$ cat src/hdl/nnis_pkg.sv
// shared types and constants of the nearest neighbor image scaler
package nnis_pkg;

    localparam int SIDE_W      = 11;
    localparam int PIX_W       = 32;
    localparam int COORD_W     = 10;
    localparam int CFG_IDX_W   = 4;
    localparam int PROD_W      = 2 * SIDE_W;
    localparam int DIV_STEPS   = PROD_W;
    localparam int ADDR_MAX_W  = 20;
    localparam int QUEUE_DEPTH = 4;

    localparam logic [CFG_IDX_W-1:0] CFG_SRC_WIDTH  = CFG_IDX_W'(0);
    localparam logic [CFG_IDX_W-1:0] CFG_SRC_HEIGHT = CFG_IDX_W'(1);
    localparam logic [CFG_IDX_W-1:0] CFG_DST_WIDTH  = CFG_IDX_W'(2);
    localparam logic [CFG_IDX_W-1:0] CFG_DST_HEIGHT = CFG_IDX_W'(3);

    localparam logic FUNC_LOAD = 1'b0;
    localparam logic FUNC_EMIT = 1'b1;

    typedef logic [SIDE_W-1:0] t_side;

    // effective image sides, already clamped to the legal range
    typedef struct packed {
        t_side src_w;
        t_side src_h;
        t_side dst_w;
        t_side dst_h;
    } t_sides;

    typedef struct packed {
        logic             func;
        logic [PIX_W-1:0] src_pixel;
        logic             restart;
    } t_in_item;

    typedef struct packed {
        logic [PIX_W-1:0]   out_pixel;
        logic [COORD_W-1:0] out_x;
        logic [COORD_W-1:0] out_y;
        logic               frame_end;
    } t_out_item;

    // one queued command from the front to the back
    typedef struct packed {
        logic                  is_emit;
        logic [ADDR_MAX_W-1:0] load_addr;
        logic [PIX_W-1:0]      pixel;
        t_side                 x;
        t_side                 y;
        logic                  frame_end;
    } t_cmd;

endpackage

$ cat src/hdl/nnis_cfg.sv
// configuration registers of the scaler, stored as clamped image sides
module nnis_cfg #(
    parameter int MAX_SIDE = 1024
) (
    input  logic                             i_clk,
    input  logic                             i_rst_n,
    input  logic                             i_cfg_valid,
    output logic                             o_cfg_ready,
    input  logic [nnis_pkg::CFG_IDX_W-1:0]   i_cfg_index,
    input  logic [nnis_pkg::SIDE_W-1:0]      i_cfg_data,
    output nnis_pkg::t_sides                 o_sides
);

    localparam int SIDE_MAX_VAL = (1 << nnis_pkg::SIDE_W) - 1;
    localparam logic [nnis_pkg::SIDE_W-1:0] SIDE_LIMIT =
        (MAX_SIDE > SIDE_MAX_VAL) ? nnis_pkg::SIDE_W'(SIDE_MAX_VAL)
                                  : nnis_pkg::SIDE_W'(MAX_SIDE);

    nnis_pkg::t_sides r_sides;
    nnis_pkg::t_side  w_eff;

    // zero acts as one, oversize acts as the limit
    always_comb begin
        if (i_cfg_data == '0) begin
            w_eff = nnis_pkg::SIDE_W'(1);
        end else if (i_cfg_data > SIDE_LIMIT) begin
            w_eff = SIDE_LIMIT;
        end else begin
            w_eff = i_cfg_data;
        end
    end

    always_ff @(posedge i_clk) begin
        if (!i_rst_n) begin
            r_sides.src_w <= nnis_pkg::SIDE_W'(1);
            r_sides.src_h <= nnis_pkg::SIDE_W'(1);
            r_sides.dst_w <= nnis_pkg::SIDE_W'(1);
            r_sides.dst_h <= nnis_pkg::SIDE_W'(1);
        end else if (i_cfg_valid) begin
            unique case (i_cfg_index)
                nnis_pkg::CFG_SRC_WIDTH:  r_sides.src_w <= w_eff;
                nnis_pkg::CFG_SRC_HEIGHT: r_sides.src_h <= w_eff;
                nnis_pkg::CFG_DST_WIDTH:  r_sides.dst_w <= w_eff;
                nnis_pkg::CFG_DST_HEIGHT: r_sides.dst_h <= w_eff;
                default: begin
                end
            endcase
        end
    end

    assign o_cfg_ready = 1'b1;
    assign o_sides     = r_sides;

endmodule

$ cat config.mk
export PLATFORM = sky130hd
export DESIGN_NAME = nnis_cfg
export DESIGN_NICKNAME = d
export VERILOG_FILES = /design/src/hdl/nnis_pkg.sv /design/src/hdl/nnis_cfg.sv
export SDC_FILE = /design/constraint.sdc
export NUM_CORES = 1
export LEC_CHECK = 0
export BUFFER_PORTS_ARGS = -buffer_cell sky130_fd_sc_hd__buf_2
export CAP_MARGIN = 20
export CELL_PAD_IN_SITES_DETAIL_PLACEMENT = 0
export CELL_PAD_IN_SITES_GLOBAL_PLACEMENT = 1
export CORE_MARGIN = 1.5
export CORE_UTILIZATION = 38
export DETAILED_ROUTE_END_ITERATION = 6
export PLACE_DENSITY_LB_ADDON = 0.1
export SLEW_MARGIN = 10
export SYNTH_ARGS = -nofsm -noshare
export SYNTH_HDL_FRONTEND = slang
export SYNTH_SLANG_ARGS = --single-unit
$ cat constraint.sdc
create_clock -name i_clk -period 3.5 [get_ports i_clk]
set_clock_uncertainty 0.05 [all_clocks]
set_input_delay 0.7 -clock i_clk [delete_from_list [all_inputs] [get_ports i_clk]]
set_output_delay 0.7 -clock i_clk [all_outputs]
set_load 0.05 [all_outputs]
# Yosys cells after proc, flatten, opt, wreduce, memory -nomap -nowiden
# Index checks and enable logic that the tools add are counted.
dict set report classes {
  n_eq_ne 3
  n_reduce_logical 6
  n_mux 2
  n_lt_le_gt_ge 1
}
# op count
set ops {}
lappend ops {{11-bit 2-to-1 mux} 2}
lappend ops {{11-bit greater-than comparator (second input constant)} 1}
lappend ops {{11-bit zero test} 1}
lappend ops {{4-bit by 2-bit == test with 1-bit output (second input constant)} 2}
lappend ops {{2-bit AND reduction} 4}
lappend ops {{4-bit by 1-bit == test with 1-bit output (second input constant)} 1}
lappend ops {{4-bit zero test} 1}
dict set report word_totals {
  inputBits 18
  register_bits 44
  wordCells 16
}

# Logic depth before layout (Yosys ltp)
dict set report depth {
  depth_word 3
  mapped_depth 5
  depth_no_buf 3
}

# Worst setup path before layout
# No wires, ideal clock.
dict set report synth_path {
  kind {input port to flip-flop}
  startpoint {input port i_cfg_index[0] (netlist name)}
  endpoint {register r_sides, in the netlist o_sides[11]}
  path_slack_ns 1.727
  stages 4
  required_time_ns 3.314
  t_arrival_ns 1.587
  n_path_buf 1
  cell_sequence {or4b_4 -> buf_6 -> nor3_2 -> a211oi_1}
}
dict set report synth_via {
  elab_chain_len 2
}
# element line_no
set synth_rtl {}
lappend synth_rtl {{start: declaration} nnis_cfg.sv:9} ;# input logic [nnis_pkg::CFG_IDX_W-1:0] i_cfg_index,
lappend synth_rtl {{4-bit by 2-bit == test with 1-bit output} nnis_cfg.sv:40} ;# unique case (i_cfg_index)
lappend synth_rtl {{2-bit AND reduction (no source line)} --}
lappend synth_rtl {{end: declaration} nnis_cfg.sv:19} ;# nnis_pkg::t_sides r_sides;
# Every way passes these cells.
# A chain may end at the register's enable or synchronous reset.

# Worst setup path in the final report
dict set report layout_path {
  startpoint {input port i_cfg_index[0] (netlist name)}
  endpoint {register r_sides, in the netlist o_sides[20]}
}
# The elaborated chain is that of the path after synthesis.

==> impl_results.md <==
- Status: completed
- Synthesized net count: 240
- Post-DRT Antenna Nets: 0
- Final worst path period share: 0.499
- DR WL met2: ~2.3 mm
- Post-DP HPWL: 3.30 mm
- Minimum clock period: 1.75 ns
- CP arrival: between 1.5 and 2 ns
- Hold Path Class: reg2reg
- CTS buffer count: 5
- Clock network fraction of design power: 0.413
- Nets: 289
- Crit-path slowest cell: or4b_4
- Reg power frac: 0.492
- Synth-to-Final Area Change: 23.7%
- Final routed DRC violation total: 0
- GP Congestion: approximately 0.7
- CTS clk-pin slew, worst paths: 0.08 ns
- Max clock buf depth: 2
- Yosys top cell by area: dfxtp_1
- Postcts setup bufs: 0
- Met3 WL: between 300 and 400 um
- CP max stage delay: between 0.7 and 0.8 ns
- Crit end category: flip-flop
- Dpl cells: 331
- Worst vdd ir: between 150 and 200 uV
- Hold_buf cts: 0
- CP Launch Type: primary input
- Per-cell routed wire length: 15.1 um
- Synthesized area: between 1500 and 2000 um2
- Finish-stage setup viols: 0
- Psw: between 0.2 and 0.3 mW
- Initial drt markers: approximately 140
- CP Cell Sequence: buf_2 > or4b_4 > nor2_1 > mux2i_1
- Initial antenna violation count: 0
- Tot GR Track Use: 0.206
- RSZ-0062 raised after global routing: no
- Post-synthesis area per instance: around 8.4 um2
- Top routing layer used: met4
- Net Sw Frac: 0.243
- Metal-1 WL: about 2.4 mm
- Pint: approximately 0.78 mW
- Root buf cell: clkbuf_8
- First-pass GRT wire length: a little over 8 mm
- Core area: ~4700 um2
- Final Util: 0.486
- Sequential area share after synthesis: 0.475
- Setup TNS: 0 ns
- Initial Utilization: 0.393
- Relative slew margins: 0.497
- Die Y: 72.9 um
- H-tree depth: 2
- Synth unique cells: 29
- # diodes: 0
- CP required: 3.68 ns
- Most frequent cells in the layout: 61 x buf_2, 44 x dfxtp_1, 37 x nand3_1, 36 x a21oi_1, 20 x o21ai_1
- PortBufs: 61
- Power Density: 450 nW/um2
- Worst slew pin tran: between 0.7 and 0.8 ns
- Max cap viols: 0
- Post-synth top area share: 0.475
- Largest net degree at the start of global routing: 42
- Commonest non-fill, non-tap cell in the layout: buf_2
- Max FFs per register: 44
- Die width: between 70 and 80 um
- Clock Latency Late Sink: roughly 0.29 ns
- CTS tree: built
- Leakage power: between 0.9 and 1 nW
- Die area: 5310 um2
- Flops & latches, synth: between 40 and 50
- Share of cells above drive strength 1: 0.290
- Power share of the combinational group: 0.095
- Drt total wl: ~5 mm
- Top area cells in the synthesized netlist: dfxtp_1 48%, nand3_1 10%, a21oi_1 9.7%
- Core Rows: 25
- Max frequency: between 500 and 600 MHz
- Final Non-Filler Cells: 339
- Max-slew violations: 0
- Vias per cell: approximately 5.2
- Synth Instances: around 220
- First drt pass iteration count: 4
- Sink Count: 44
- Number of global-route vias before repair: ~1700
- Cts repair resizes: 0
- Kind of critical path: in2reg
- GRT overflow: 0
- Num ports: 63
- Crit path max fanout: 21
- Final hold vios: 0
- Yosys Warn Count: 0
- DR vias: about 1800
through the flow:
stage          setup WS (ns)  hold slack [ns]  power (mW)  instance area, um2
2_1_floorplan           1.73            0.622       0.587                1850
3_3_place_gp            1.45            0.393       0.617                2170
3_5_place_dp            1.43            0.397       0.617                2170
4_1_cts                 1.75            0.411        1.04                2290
5_1_grt                 1.63            0.424        1.07                2290
6_report                1.75            0.406        1.03                2290
area by class of cell:
| class | count | area, um2 |
|---|---|---|
| well taps | 67 | 83.8 |
| multi-input cells | 152 | 852 |
| inverters | 2 | 7.51 |
| clock inverters | 1 | 30.0 |
| clock buffers | 7 | 96.3 |
| repair buffers | 66 | 343 |
| fillers | 503 | 2430 |
| flip-flops and latches | 44 | 881 |
power groups by stage:
stage                     Combinational [mW]  Sequential (mW)  Clock (mW)
after detailed placement              0.0975            0.519           0
after floorplan                       0.0507            0.536           0
after CTS                             0.0978            0.507       0.436
after global routing                   0.106            0.508       0.456
after global placement                0.0975            0.519           0
final                                 0.0979            0.507       0.426
metal layers:
layer	vias to the layer above	track usage
met4	0	0.0776
met1	816	0.293
li1	884	-
met2	58	0.301
met5	-	0
met3	7	0.0525
worst paths after layout:
| check | start | end | slack [ns] | cells past startpoint |
|---|---|---|---|---|
| max | i_cfg_index[0] | o_sides[20]$_SDFFE_PN0P_ | 1.75 | 4 |
| min reg2reg | o_sides[9]$_SDFFE_PN0P_ | o_sides[9]$_SDFFE_PN0P_ | 0.41 | 2 |
| min | o_sides[9]$_SDFFE_PN0P_ | o_sides[9]$_SDFFE_PN0P_ | 0.41 | 2 |
| max reg2reg | o_sides[22]$_SDFFE_PN1P_ | o_sides[22]$_SDFFE_PN1P_ | 2.73 | 2 |
worst max-delay path: cells and delay by family:
kind | cells | cell delay [ns]
AND/OR/NAND/NOR | 2 | 0.92
multiplexers | 1 | 0.19
buffers and inverters | 1 | 0.12
cells in the mapped netlist (all sizes together):
cell,n
dfxtp,44
a31oi,1
inv,2
o22ai,1
clkbuf,13
nand3b,1
nor3,4
nand4bb,1
nor4,1
nor4b,1
nor2b,8
mux2i,4
o21ai,36
a21oi,36
conb,1
nand2,5
nand2b,1
nand3,37
buf,11
a211oi,6
nor2,6
or4b,1
and4bb,1
cells by family (layout without fill, tap and decap cells):
kind of cell / count (synthesis) / after routing / synth area share
other: 1 / 1 / 0.00202
buffers and inverters: 26 / 76 / 0.0655
AND/OR/NAND/NOR: 67 / 67 / 0.211
AO/OA/AOI/OAI: 80 / 80 / 0.225
flip-flops: 44 / 44 / 0.475
multiplexers: 4 / 4 / 0.0216
Note: power is estimated with default switching activity, not from simulation.
