$ cat config.mk
export PLATFORM = sky130hd
export DESIGN_NAME = nnis_fifo
export DESIGN_NICKNAME = d
export VERILOG_FILES = /design/src/hdl/nnis_pkg.sv /design/src/hdl/nnis_fifo.sv
export SDC_FILE = /design/constraint.sdc
export NUM_CORES = 1
export LEC_CHECK = 0
export BUFFER_PORTS_ARGS = -buffer_cell sky130_fd_sc_hd__buf_4
export CAP_MARGIN = 20
export CORE_ASPECT_RATIO = 1.1
export CORE_MARGIN = 4
export CORE_UTILIZATION = 25
export CTS_CLUSTER_DIAMETER = 80
export DETAILED_ROUTE_END_ITERATION = 8
export MAX_ROUTING_LAYER = met4
export PLACE_DENSITY = 0.44
export SLEW_MARGIN = 5
export SYNTH_ARGS = -nofsm -noshare
export SYNTH_HDL_FRONTEND = slang
export SYNTH_SLANG_ARGS = --single-unit
$ cat constraint.sdc
create_clock -name i_clk -period 4.2 [get_ports i_clk]
set_input_delay 0.21 -clock i_clk [delete_from_list [all_inputs] [get_ports i_clk]]
set_output_delay 0.21 -clock i_clk [all_outputs]
set_load 0.01 [all_outputs]
$ cat src/hdl/nnis_pkg.sv
// shared types and constants of the nearest neighbor image scaler
package nnis_pkg;

    localparam int SIDE_W      = 11;
    localparam int PIX_W       = 32;
    localparam int COORD_W     = 10;
    localparam int CFG_IDX_W   = 4;
    localparam int PROD_W      = 2 * SIDE_W;
    localparam int DIV_STEPS   = PROD_W;
    localparam int ADDR_MAX_W  = 20;
    localparam int QUEUE_DEPTH = 4;

    localparam logic [CFG_IDX_W-1:0] CFG_SRC_WIDTH  = CFG_IDX_W'(0);
    localparam logic [CFG_IDX_W-1:0] CFG_SRC_HEIGHT = CFG_IDX_W'(1);
    localparam logic [CFG_IDX_W-1:0] CFG_DST_WIDTH  = CFG_IDX_W'(2);
    localparam logic [CFG_IDX_W-1:0] CFG_DST_HEIGHT = CFG_IDX_W'(3);

    localparam logic FUNC_LOAD = 1'b0;
    localparam logic FUNC_EMIT = 1'b1;

    typedef logic [SIDE_W-1:0] t_side;

    // effective image sides, already clamped to the legal range
    typedef struct packed {
        t_side src_w;
        t_side src_h;
        t_side dst_w;
        t_side dst_h;
    } t_sides;

    typedef struct packed {
        logic             func;
        logic [PIX_W-1:0] src_pixel;
        logic             restart;
    } t_in_item;

    typedef struct packed {
        logic [PIX_W-1:0]   out_pixel;
        logic [COORD_W-1:0] out_x;
        logic [COORD_W-1:0] out_y;
        logic               frame_end;
    } t_out_item;

    // one queued command from the front to the back
    typedef struct packed {
        logic                  is_emit;
        logic [ADDR_MAX_W-1:0] load_addr;
        logic [PIX_W-1:0]      pixel;
        t_side                 x;
        t_side                 y;
        logic                  frame_end;
    } t_cmd;

endpackage

$ cat src/hdl/nnis_fifo.sv
// short command queue between front and back
module nnis_fifo (
    input  logic           i_clk,
    input  logic           i_rst_n,
    input  logic           i_push,
    input  nnis_pkg::t_cmd i_cmd,
    input  logic           i_pop,
    output nnis_pkg::t_cmd o_cmd,
    output logic           o_empty,
    output logic           o_full
);

    localparam int QPW = (nnis_pkg::QUEUE_DEPTH > 1) ? $clog2(nnis_pkg::QUEUE_DEPTH) : 1;
    localparam int QCW = $clog2(nnis_pkg::QUEUE_DEPTH + 1);
    localparam logic [QPW-1:0] LAST_PTR = QPW'(nnis_pkg::QUEUE_DEPTH - 1);
    localparam logic [QCW-1:0] FULL_CNT = QCW'(nnis_pkg::QUEUE_DEPTH);

    nnis_pkg::t_cmd   r_mem [nnis_pkg::QUEUE_DEPTH];
    logic [QPW-1:0]   r_wr_ptr, r_rd_ptr;
    logic [QCW-1:0]   r_count;
    logic             w_push, w_pop;

    assign w_push = i_push && !o_full;
    assign w_pop  = i_pop && !o_empty;

    always_ff @(posedge i_clk) begin
        if (w_push) begin
            r_mem[r_wr_ptr] <= i_cmd;
        end
    end

    always_ff @(posedge i_clk) begin
        if (!i_rst_n) begin
            r_wr_ptr <= '0;
            r_rd_ptr <= '0;
            r_count  <= '0;
        end else begin
            if (w_push) begin
                r_wr_ptr <= (r_wr_ptr == LAST_PTR) ? '0 : r_wr_ptr + 1'b1;
            end
            if (w_pop) begin
                r_rd_ptr <= (r_rd_ptr == LAST_PTR) ? '0 : r_rd_ptr + 1'b1;
            end
            if (w_push && !w_pop) begin
                r_count <= r_count + 1'b1;
            end else if (w_pop && !w_push) begin
                r_count <= r_count - 1'b1;
            end
        end
    end

    assign o_cmd   = r_mem[r_rd_ptr];
    assign o_empty = (r_count == '0);
    assign o_full  = (r_count == FULL_CNT);

endmodule

# --- Yosys cells after proc, flatten, opt, wreduce, memory -nomap -nowiden ---
# Memory sizes are Yosys's and may differ from the RTL's. A register that Yosys moved wholly into a read port is not among the register bits.
# Cells that the tools add are included.
totals:
  register_bits: 7
  latch_bits: 0
  ramBits: 304
  rom_bits: 0
  mem_count: 1
mem_list:
  columns: ["memory", "depth", "word_bits", "rd", "rd_ports_with_merged_regs", "wr", "line", "rtl"]
  rows:
  - ["r_mem", 4, 76, 1, 1, 1, "nnis_fifo.sv:18", "nnis_pkg::t_cmd r_mem [nnis_pkg::QUEUE_DEPTH];"]
classes:
  addsub: 4
  multipliers: 0
  div: 0
  magnitude_cmp: 0
  n_eq_ne: 3
  shifts: 0
  n_mux: 8
  bitwise: 0
  n_reduce_logical: 10
op_table:
  columns: ["op", "n"]
  rows:
  - ["$mux W2", 4]
  - ["$mux W3", 2]
  - ["$add A2 B1 Y2 const B", 2]
  - ["$eq A2 B2 Y1 const B", 2]
  - ["$logic_and A1 B1 Y1", 4]
  - ["$logic_not A1 Y1", 4]
  - ["$add A3 B1 Y3 const B", 1]
  - ["$eq A3 B3 Y1 const B", 1]
  - ["$logic_not A3 Y1", 1]
  - ["$sub A3 B1 Y3 const B", 1]
  - ["$mux W1", 2]
  - ["$reduce_bool A2 Y1", 1]

# --- Longest topological paths before layout ---
# Gate-level depths: netlist of run 1.
logic_depth:
  ltp_word: 7
  ltp_mapped: 9
  mapped_depth_nobuf: 8

# --- Least setup slack after synthesis of run 1 ---
# Ideal clock, no wire load.
synth_path:
  path_type: "reg-to-reg"
  startpoint: "register r_count[0]"
  endpoint: "memory r_mem[0][0] (netlist bit) (enable)"
  arrival_ns: 2.688
  slack_ns: 1.069
  path_stages_with_launch: 5
  period_less_slack_ns: 3.131
  path_cell_list: "dfxtp_1 nor3b_1 nor2b_1 clkbuf_1 and2_1"
synth_via:
  elab_chain_cells: 5
synth_rtl:
  columns: ["element", "line", "rtl"]
  rows:
  - ["start: declaration", "nnis_fifo.sv:20", "logic [QCW-1:0] r_count;"]
  - ["start signal: assignment", "nnis_fifo.sv:45", "r_count <= r_count + 1'b1;"]
  - ["start signal: assignment", "nnis_fifo.sv:47", "r_count <= r_count - 1'b1;"]
  - ["$eq A3 B3 Y1", "nnis_fifo.sv:54", "assign o_full = (r_count == FULL_CNT);"]
  - ["named net o_full", "nnis_fifo.sv:10", "output logic o_full"]
  - ["$logic_not A1 Y1", "nnis_fifo.sv:23", "assign w_push = i_push && !o_full;"]
  - ["$logic_and A1 B1 Y1", "nnis_fifo.sv:23", null]
  - ["named net w_push", "nnis_fifo.sv:21", "logic w_push, w_pop;"]
  - ["$mux W1", "nnis_fifo.sv:27", "if (w_push) begin"]
  - ["$mux W1 (not written as such)", "nnis_fifo.sv:28", "r_mem[r_wr_ptr] <= i_cmd;"]
  - ["end: declaration", "nnis_fifo.sv:18", null]
# The timed path passes the listed nets, and every way through them passes these cells.

==> results of run 1 <==
## registers in the layout (all words and copies together) (netlist names), named ones only
signal	flops
r_rd_ptr	2
r_mem	304
r_wr_ptr	2
r_count	3
## critical path, cell delays in order, from the launching register on
cell and delay (ns):
dfxtp_4 0.84, buf_12 0.43, mux4_2 0.60, buf_4 0.17
## synthesized netlist by cell type (all sizes together)
| cell | n |
|---|---|
| mux2i | 3 |
| and2 | 5 |
| nand2 | 6 |
| o21ai | 3 |
| mux4 | 76 |
| nor3b | 1 |
| fa | 1 |
| xnor2 | 1 |
| edfxtp | 304 |
| xor2 | 1 |
| inv | 3 |
| a21boi | 1 |
| nor2 | 2 |
| ha | 6 |
| nor2b | 2 |
| clkbuf | 2 |
| nor3 | 1 |
| dfxtp | 9 |
| o31ai | 1 |
| nand3 | 2 |
| buf | 17 |
| or3 | 1 |
## through the flow
| step | setup slack (ns) | instance area, um^2 |
|---|---|---|
| 3_3_place_gp | 1.65 | 13300 |
| 3_5_place_dp | 1.55 | 13300 |
| 6_report | 1.40 | 15200 |
| 2_1_floorplan | 1.07 | 11500 |
| 5_1_grt | 1.17 | 15200 |
| 4_1_cts | 1.26 | 15200 |
## cell type report
| type | instances | area [um^2] | share of cell area, % |
|---|---|---|---|
| timing repair buffer | 245 | 2040 | 13.4 |
| multi-input combinational | 113 | 2000 | 13.1 |
| clock buffer | 45 | 956 | 6.28 |
| antenna | 2 | 5.00 | 0.0329 |
| sequential | 313 | 9320 | 61.3 |
| clock inverter | 12 | 144 | 0.946 |
| inverter | 3 | 11.3 | 0.0740 |
| tap | 588 | 736 | 4.84 |
## kinds of logic after synthesis
| logic type | count (synthesis) | synth area share [%] |
|---|---|---|
| simple gates | 20 | 0.893 |
| buf+inv | 22 | 1.65 |
| fa+ha+maj | 7 | 0.828 |
| compound gates | 5 | 0.261 |
| xor+xnor | 2 | 0.153 |
| mux | 79 | 15.2 |
| flops | 313 | 81.1 |
## path summary, 6_finish.rpt
| path | slack (ns) | to |
|---|---|---|
| setup / recovery | 1.40 | o_cmd[8] |
| hold / removal | 0.17 | flip-flop |
| setup reg to reg | 1.64 | r_mem[0][66] |
| hold reg to reg | 0.50 | r_wr_ptr[1] |
## power by group through the flow
stage	clock network (uW)	registers (uW)	logic, uW
final	2940	4000	2030
after global routing	3180	4050	2210
after CTS	3050	4020	2120
after detailed placement	0	4080	2050
after global placement	0	4070	2030
after floorplan	0	3950	1250
## timing repair
| action | 4_1_cts | 5_1_grt |
|---|---|---|
| endpoints found under the hold margin | 309 | 0 |
| hold buffers | 77 | 0 |
| setup endpoints to repair | 0 | 0 |
## metal layers
layer	vias up	track usage [%]	part of all wire [%]
met1	2858	13.0	43
met4	0	3.08	2.1
li1	2446	-	-
met3	35	2.56	5.6
met2	159	17.0	50
met5	-	-	0
==> qor.yml, run 1 <==
drt:
  drtAntennaViolNets: 0
  drtPass1Iterations: 4
  drt-total-wl_mm: 25.5
  post_drt_via_cell_ratio: 4.16
  wl_per_cell_um: 19.3
  drtIter0Drc: 264
  drc: 0
  num_vias: 5498
clock_network:
  cts_tree: "done"
  htreeDepth: 2
  clock_latency_ns: 0.52
  root_buffer: "clkbuf_16"
  cts.sinks: 313
  cts_setup_buffers: 0
  cts_buffers: 36
  cts.reportedPaths.clkPinSlew_ns: 0.06
  cts_max_path_buffers: 3
  cts.repair.resized: 0
die:
  core_um2: 45500
  start_util_pct: 25.3
  rows: 82
  die_h_um: 233
  fp.dieW_um: 212
  fp.dieArea_um2: 49400
  ios: 158
global_routing:
  grt_usage_pct: 10.4
  overflow: 0
  antenna_found_initial: 2
  grt_pass1_vias: 6171
  grt_pass1_wl_mm: 37.6
  grt_max_degree: 49
synthesis:
  syn_nets: 535
  ys_ff_latch: 313
  seq_area_frac_synth_pct: 81.1
  synthesis.area_um2: 11500
  synthCells: 448
  synth_warnings: 0
  yosysTopAreaCell: "edfxtp_1"
  avgSynthCellArea_um2: 25.6
  ys_top_cells_by_area: "edfxtp_1 79%, mux4_2 15%, dfxtp_1 1.6%"
  synth.top_cell.area_share_pct: 79.5
  yosysUniqueCellTypes: 26
hold_path:
  hold_class: "in2reg"
  worstHoldPathCells: 3
  worstHoldStart: "i_pop"
final_layout:
  syn_to_final_growth_pct: 32.4
  layout-drive-gt1-share_pct: 40.2
  stdcell_count: 1321
  layout_common_cells: "304 x edfxtp_1, 167 x buf_4, 77 x dlygate4sd3_1"
  fill_cells: 4315
  final_common_cell: "edfxtp_1"
  nets: 799
  post-route-util_pct: 33.5
outcome:
  status: "finished clean"
timing:
  hold_viol: 0
  slew_violations: 0
  rsz0062_at_grt: "false"
  finClkSkew_ns: 0.00857
  finalCriticalPeriod_ns: 2.80
  fin_crit_sh_pct: 66.7
  finalSetupViolations: 0
  fmax_mhz: 357
  setup_tns_ns: 0
  worst_pin_slew_ns: 0.836
  whs_ns: 0.172
  slew_headroom_pct: 44.3
critical_path:
  r2r_start: "r_count[0]"
  cp.required_ns: 3.99
  reg2reg_depth: 4
  cp.arrival_ns: 2.59
  path_class: "reg2out"
  crit_path_end_kind: "output port"
  crit_path_max_fanout: 43
  worstSetupStartpointType: "flip-flop"
power_and_ir_drop:
  p_clk_share_pct: 32.7
  p_int_uw: 6680
  seqPwrFrac_pct: 44.6
  power_frac_comb_pct: 22.7
  p_leak_uw: 0.00507
  peakVddDrop_uv: 228
  cellPowerDensity_nw_per_um2: 590
  netSwitchingFraction_pct: 25.6
  p_total_uw: 8970
  power.switching_uw: 2290
placement:
  place.gp.congestion: 0.714
  port_buffers: 157
  placed_cells: 1185
run:
  maxCapViolations: 0
No activity file was read; power rests on OpenSTA's default activity.
==> run 2, diff against run 1 <==
Settings changed: ABC_AREA set to 1, PLACE_DENSITY 0.44 to 0.45.
Clock period 4.2 ns to 2.5 ns, I/O delays scaled along.
==> qor.yml, run 2 <==
power_and_ir_drop:
  seqPwrFrac_pct: 39.2  # -5.4 points
  p_clk_share_pct: 33.3  # +0.6 points
  p_total_uw: 16700  # +86%
  cellPowerDensity_nw_per_um2: 1060  # +79%
  netSwitchingFraction_pct: 30.2  # +4.6 points
  peakVddDrop_uv: 619  # +170%
  p_int_uw: 11600  # +74%
  power_frac_comb_pct: 27.6  # +4.9 points
  p_leak_uw: 0.00550  # +8.4%
  power.switching_uw: 5040  # +120%
timing:
  whs_ns: 0.327  # +0.155 ns
  fmax_mhz: 453
  finClkSkew_ns: 0.0199  # +0.0113 ns
  finalCriticalPeriod_ns: 2.21
  rsz0062_at_grt: "false"
  fin_crit_sh_pct: 88.2
  worst_pin_slew_ns: 0.547  # -0.289 ns
  slew_headroom_pct: 63.5  # +19 points
  hold_viol: 0  # unchanged
  slew_violations: 0  # unchanged
  setup_ws_ns: 0.295  # -1.11 ns
  finalSetupViolations: 0  # unchanged
  setup_tns_ns: 0  # unchanged
placement:
  port_buffers: 157  # unchanged
  dp_worst_setup_slack_ns: 0.514  # -1.03 ns
  place.gp.congestion: 0.709  # -0.67%
  dp_hpwl_mm: 15.7
critical_path:
  path_delay_family: "buffers and inverters"
  cp.arrival_ns: 2.08  # -0.51 ns
  slowest_stage: "dfxtp_4"
  timing.reg2reg.setup_slack_ns: 0.51  # -1.13 ns
  crit_path_end_kind: "output port"
  worstSetupStartpointType: "flip-flop"
  reg2reg_depth: 10  # +6
  cp.required_ns: 2.38  # -1.61 ns
  path_class: "reg2out"
  path_buf_inv: 3  # +1
  r2r_start: "r_count[1]"
  path_cells: "inv_8 > buf_12 > o21ai_0 > o22ai_1 > buf_4"
  reg2reg_to: "r_count[1]"
  crit_path_max_fanout: 70  # +63%
  cpPeakStageDelay_ns: 0.37  # -0.47 ns
final_layout:
  final_common_cell: "edfxtp_1"
  nets: 1136  # +42%
  registers.top_by_ff_count: "r_mem"
  largest_reg_flops: 304  # unchanged
  layout_common_cells: "304 x edfxtp_1, 166 x buf_4, 150 x o21ai_0"
  fill_cells: 4527  # +4.9%
  reg_top3: "r_mem x304, r_count x3"
  layout-drive-gt1-share_pct: 23.6  # -17 points
  syn_to_final_growth_pct: 32.8
drt:
  num_vias: 7203  # +31%
  drtPass1Iterations: 4  # unchanged
  drt-total-wl_mm: 29.1  # +14%
  post_drt_via_cell_ratio: 4.19  # +0.74%
  drtAntennaViolNets: 0  # unchanged
  drtIter0Drc: 329  # +25%
  drc: 0  # unchanged
  wl_per_cell_um: 16.9  # -12%
synthesis:
  synth_warnings: 0  # unchanged
  avgSynthCellArea_um2: 14.7  # -43%
  yosysUniqueCellTypes: 26  # unchanged
  synth-edff-count: 304  # unchanged
  yosysTopAreaCell: "edfxtp_1"
  seq_area_frac_synth_pct: 78.3  # -2.8 points
  ys_top_cells_by_area: "edfxtp_1 77%, o21ai_0 6.3%, nor2_1 4.8%"
  async_flop_share_pct: 0  # unchanged
  synth.top_cell.area_share_pct: 76.8  # -2.7 points
  synthFlopType: "edfxtp_1"
  syn_nets: 894  # +67%
  ys_ff_latch: 313  # unchanged
  ys_top_cells_by_count: "304 x edfxtp_1, 153 x nor2_1, 150 x o21ai_0"
  synthCells: 807  # +80%
  synth.most_common_cell: "edfxtp_1"
  synthesis.area_um2: 11900  # +3.5%
hold_path:
  hold_class: "in2reg"
  hold_end: "r_mem[1][54]"
  worstHoldPathCells: 2  # -1
  worstHoldStart: "i_cmd[54]"
die:
  core_um2: 46800  # +3.0%
  start_util_pct: 25.4  # +0.12 points
  rows: 83  # +1.2%
  die_h_um: 237  # +1.7%
  ios: 158  # unchanged
  fp.dieArea_um2: 51100  # +3.4%
  fp.dieW_um: 216  # +1.7%
global_routing:
  grt_usage_pct: 11.5  # +1.0 points
  overflow: 0  # unchanged
  antenna_found_initial: 5  # +3
  grt_pass1_vias: 7273  # +18%
  grt_max_degree: 77  # +57%
  grt_pass1_wl_mm: 44.1  # +17%
clock_network:
  clock_latency_ns: 0.54  # +0.02 ns
  cts_max_path_buffers: 3  # unchanged
  htreeDepth: 2  # unchanged
  root_buffer: "clkbuf_16"
  cts.reportedPaths.clkPinSlew_ns: 0.06  # about the same
  cts_tree: "done"
  cts.sinks: 313  # unchanged
  cts_buffers: 37  # +2.8%
run:
  maxCapViolations: 0  # unchanged
outcome:
  status: "finished clean"
run 2: cell count changes after synthesis, sizes merged, moves of 2 or more:
cell and change:
nor2 +167, clkbuf +19, o21ai +151, inv +16, nor2b -2, mux4 -76, and2 -5, nand2 +9
o22ai +76, buf +11, a21oi +2, mux2i -3
run 2: power groups by stage:
stage | clock, uW | sequential, uW | combinational (uW)
2_1_floorplan | 0 | 6640 | 2550
5_1_grt | 5990 | 6580 | 5120
6_report | 5550 | 6540 | 4600
3_5_place_dp | 0 | 6650 | 4650
3_3_place_gp | 0 | 6640 | 4640
4_1_cts | 5760 | 6540 | 4760
run 2: worst max path at each step:
stage,start,endpoint,slack (ns),cells after the start
CTS,flip-flop,o_cmd[9],0.11,4
global placement,r_count[1],r_count[1],0.58,10
floorplan,r_count[1],r_mem[0][0],-0.63,4
detailed placement,r_count[1],r_count[1],0.51,10
global route,flip-flop,o_cmd[67],0.08,5
finish,flip-flop,o_cmd[67],0.29,5
run 2: timing repair:
action	in CTS	in global routing
hold buffers	79	0
gates resized for setup	0	1
endpoints found under the hold margin	313	0
endpoints found under the setup margin	0	2
setup buffers	0	0
run 2: metal layers:
| layer | vias to the layer above | GRT usage, % | share of wire [%] | routed length [um] |
|---|---|---|---|---|
| met2 | 142 | 17.9 | 47 | 13500 |
| met5 | - | - | 0 | 0 |
| met4 | 0 | 3.12 | 1.9 | 563 |
| li1 | 3518 | - | - | - |
| met1 | 3498 | 14.4 | 45 | 13200 |
| met3 | 45 | 3.82 | 6.3 | 1830 |
run 2: worst reg2reg max path, stage by stage (launching register included):
cell and delay [ns]:
dfxtp_1 0.34, nor2_1 0.16, nand2_1 0.12, nand2_1 0.08
buf_4 0.19, inv_1 0.06, ha_1 0.21, inv_1 0.09
fa_1 0.42, o21ai_0 0.17, nor2_1 0.05
run 2: cells by family (layout without fill, tap and decap cells):
logic type	count (synthesis)	after routing	share of synthesized area, %
flops	313	313	78.3
simple gates	187	187	6.30
other cells	0	5	0
fa+ha+maj	7	7	0.800
compound gates	232	232	10.8
buf+inv	68	337	3.79
run 2: area by class of cell:
class	instances	area (um^2)	area share, %
flip-flops and latches	313	9310	59.0
clock inverters	25	324	2.05
diodes	5	12.5	0.0792
repair buffers	252	2170	13.7
clock buffers	41	941	5.96
multi-input cells	426	2160	13.7
inverters	19	78.8	0.499
well taps	637	797	5.05
run 2: through the flow:
step / cell area [um^2] / std cells / utilization (%)
floorplan: 11900 / 807 / -
global route: 15800 / 1718 / 33.7
detailed placement: 13700 / 1568 / 29.3
global placement: 13700 / 1568 / 29.3
CTS: 15800 / 1713 / 33.7
finish: 15800 / 1718 / 33.7
==> run 3, diff against run 2 <==
Settings changed: CELL_PAD_IN_SITES_DETAIL_PLACEMENT set to 0, CELL_PAD_IN_SITES_GLOBAL_PLACEMENT set to 1, CORE_UTILIZATION 25 to 43, PLACE_DENSITY 0.45 to 0.79.
==> qor.yml, run 3 (synthesized netlist as in run 2, its figures left out) <==
outcome:
  status: "finished clean"
timing:
  fmax_mhz: 453  # -0.11%
  finalCriticalPeriod_ns: 2.21  # +0.00250 ns
  fin_crit_sh_pct: 88.3  # +0.10 points
  finClkSkew_ns: 0.00632  # -0.0135 ns
  hold_viol: 0  # unchanged
  slew_violations: 0  # unchanged
  finalSetupViolations: 0  # unchanged
  rsz0062_at_grt: "false"
  worst_pin_slew_ns: 0.635  # +0.0880 ns
  slew_headroom_pct: 57.7  # -5.9 points
  setup_tns_ns: 0  # unchanged
power_and_ir_drop:
  cellPowerDensity_nw_per_um2: 1020  # -3.6%
  peakVddDrop_uv: 508  # -18%
  p_leak_uw: 0.00537  # -2.4%
die:
  die_h_um: 182  # -23%
  rows: 63  # -24%
  fp.dieArea_um2: 30400  # -41%
  core_um2: 27100  # -42%
  fp.dieW_um: 167  # -23%
  start_util_pct: 43.9  # +18 points
  ios: 158  # unchanged
global_routing:
  grt_usage_pct: 16.8  # +5.3 points
  grt_pass1_vias: 7383  # +1.5%
  overflow: 0  # unchanged
  antenna_found_initial: 0  # -5
  grt_max_degree: 105  # +36%
  grt_pass1_wl_mm: 39.9  # -9.4%
clock_network:
  cts.sinks: 313  # unchanged
  clock_latency_ns: 0.54  # about the same
  cts_max_path_buffers: 3  # unchanged
  cts_tree: "done"
  root_buffer: "clkbuf_16"
  htreeDepth: 1  # -1
  cts_buffers: 31  # -16%
  cts.reportedPaths.clkPinSlew_ns: 0.06  # about the same
drt:
  num_vias: 7334  # +1.8%
  drc: 0  # unchanged
  drtIter0Drc: 591  # +80%
  drtPass1Iterations: 5  # +1
  drtAntennaViolNets: 0  # unchanged
  wl_per_cell_um: 17.9  # +5.8%
  post_drt_via_cell_ratio: 5.14  # +22%
  drt-total-wl_mm: 25.6  # -12%
final_layout:
  layout-drive-gt1-share_pct: 23.0  # -0.64 points
  registers.top_by_ff_count: "r_mem"
  reg_top3: "r_mem x304, r_count x3"
  layout_common_cells: "304 x edfxtp_1, 169 x buf_4, 150 x o21ai_0"
  diodes: 0  # -5
  syn_to_final_growth_pct: 27.6
  stdcell_count: 1428  # -17%
  largest_reg_flops: 304  # unchanged
  final_common_cell: "edfxtp_1"
  fill_cells: 2228  # -51%
  nets: 1134  # -0.18%
placement:
  dp_hpwl_mm: 14.2  # -9.6%
  port_buffers: 157  # unchanged
  place.gp.congestion: 0.694  # -2.1%
  placed_cells: 1291  # -18%
critical_path:
  crit_path_end_kind: "output port"
  crit_path_max_fanout: 71  # +1.4%
  path_class: "reg2out"
  worstSetupStartpointType: "flip-flop"
  cp.arrival_ns: 2.08  # about the same
  cp.required_ns: 2.38  # about the same
run:
  maxCapViolations: 0  # unchanged
hold_path:
  hold_class: "in2reg"
==> run 3: power by group <==
group	total [uW]	switching [uW]	leakage, uW	internal, uW
registers	6540	149	0.00286	6390
logic	4490	2690	0.00204	1810
clock network	4410	1830	0.000462	2580
==> run 3: timing repair <==
item                                   CTS  global route
setup endpoints to repair                0             7
gates resized for setup                  0             1
hold buffers                            80             0
endpoints found under the hold margin  313             0
setup buffers                            0             0
==> run 3: area by class of cell <==
class                      instances  area [um^2]  share of cell area, %
clock buffer                      40          810                   5.33
clock inverter                    17          163                   1.07
inverter                          19         78.8                  0.519
multi-input combinational        426         2160                   14.2
sequential                       313         9310                   61.4
tap                              357          447                   2.94
timing repair buffer             256         2200                   14.5
==> run 3: worst paths after layout <==
kind / startpoint / to / cells after the start / slack [ns]
setup reg to reg: r_count[1] / r_count[2] / 12 / 0.60
hold reg to reg: r_count[0] / r_count[0] / 2 / 0.51
setup / recovery: flip-flop / o_cmd[51] / 5 / 0.29
hold / removal: i_cmd[62] / r_mem[1][62] / 2 / 0.32
==> run 3: layer usage <==
layer,wire length (um),track usage [%],vias up
met4,492,4.09,0
met3,1370,2.38,41
met5,0,-,-
met2,12900,28.6,196
met1,10900,21.7,3609
li1,-,-,3488
==> run 3: metrics by stage <==
step / setup WS [ns] / power, uW / instance area (um^2) / util [%] / hold slack, ns
after floorplan: -0.628 / 9190 / 11900 / - / 0.224
after global placement: 0.651 / 11000 / 13400 / 49.4 / 0.326
after detailed placement: 0.626 / 11100 / 13400 / 49.4 / 0.327
after CTS: 0.0629 / 15600 / 15200 / 55.9 / 0.299
after global routing: 0.141 / 16300 / 15200 / 56.0 / 0.307
final: 0.292 / 15400 / 15200 / 56.0 / 0.324
==> run 3: critical path, stage by stage (launching register included) <==
cell and delay, ns:
dfxtp_4 0.37, inv_8 0.31, buf_4 0.33, nor2_1 0.06, o22ai_1 0.25, buf_4 0.17
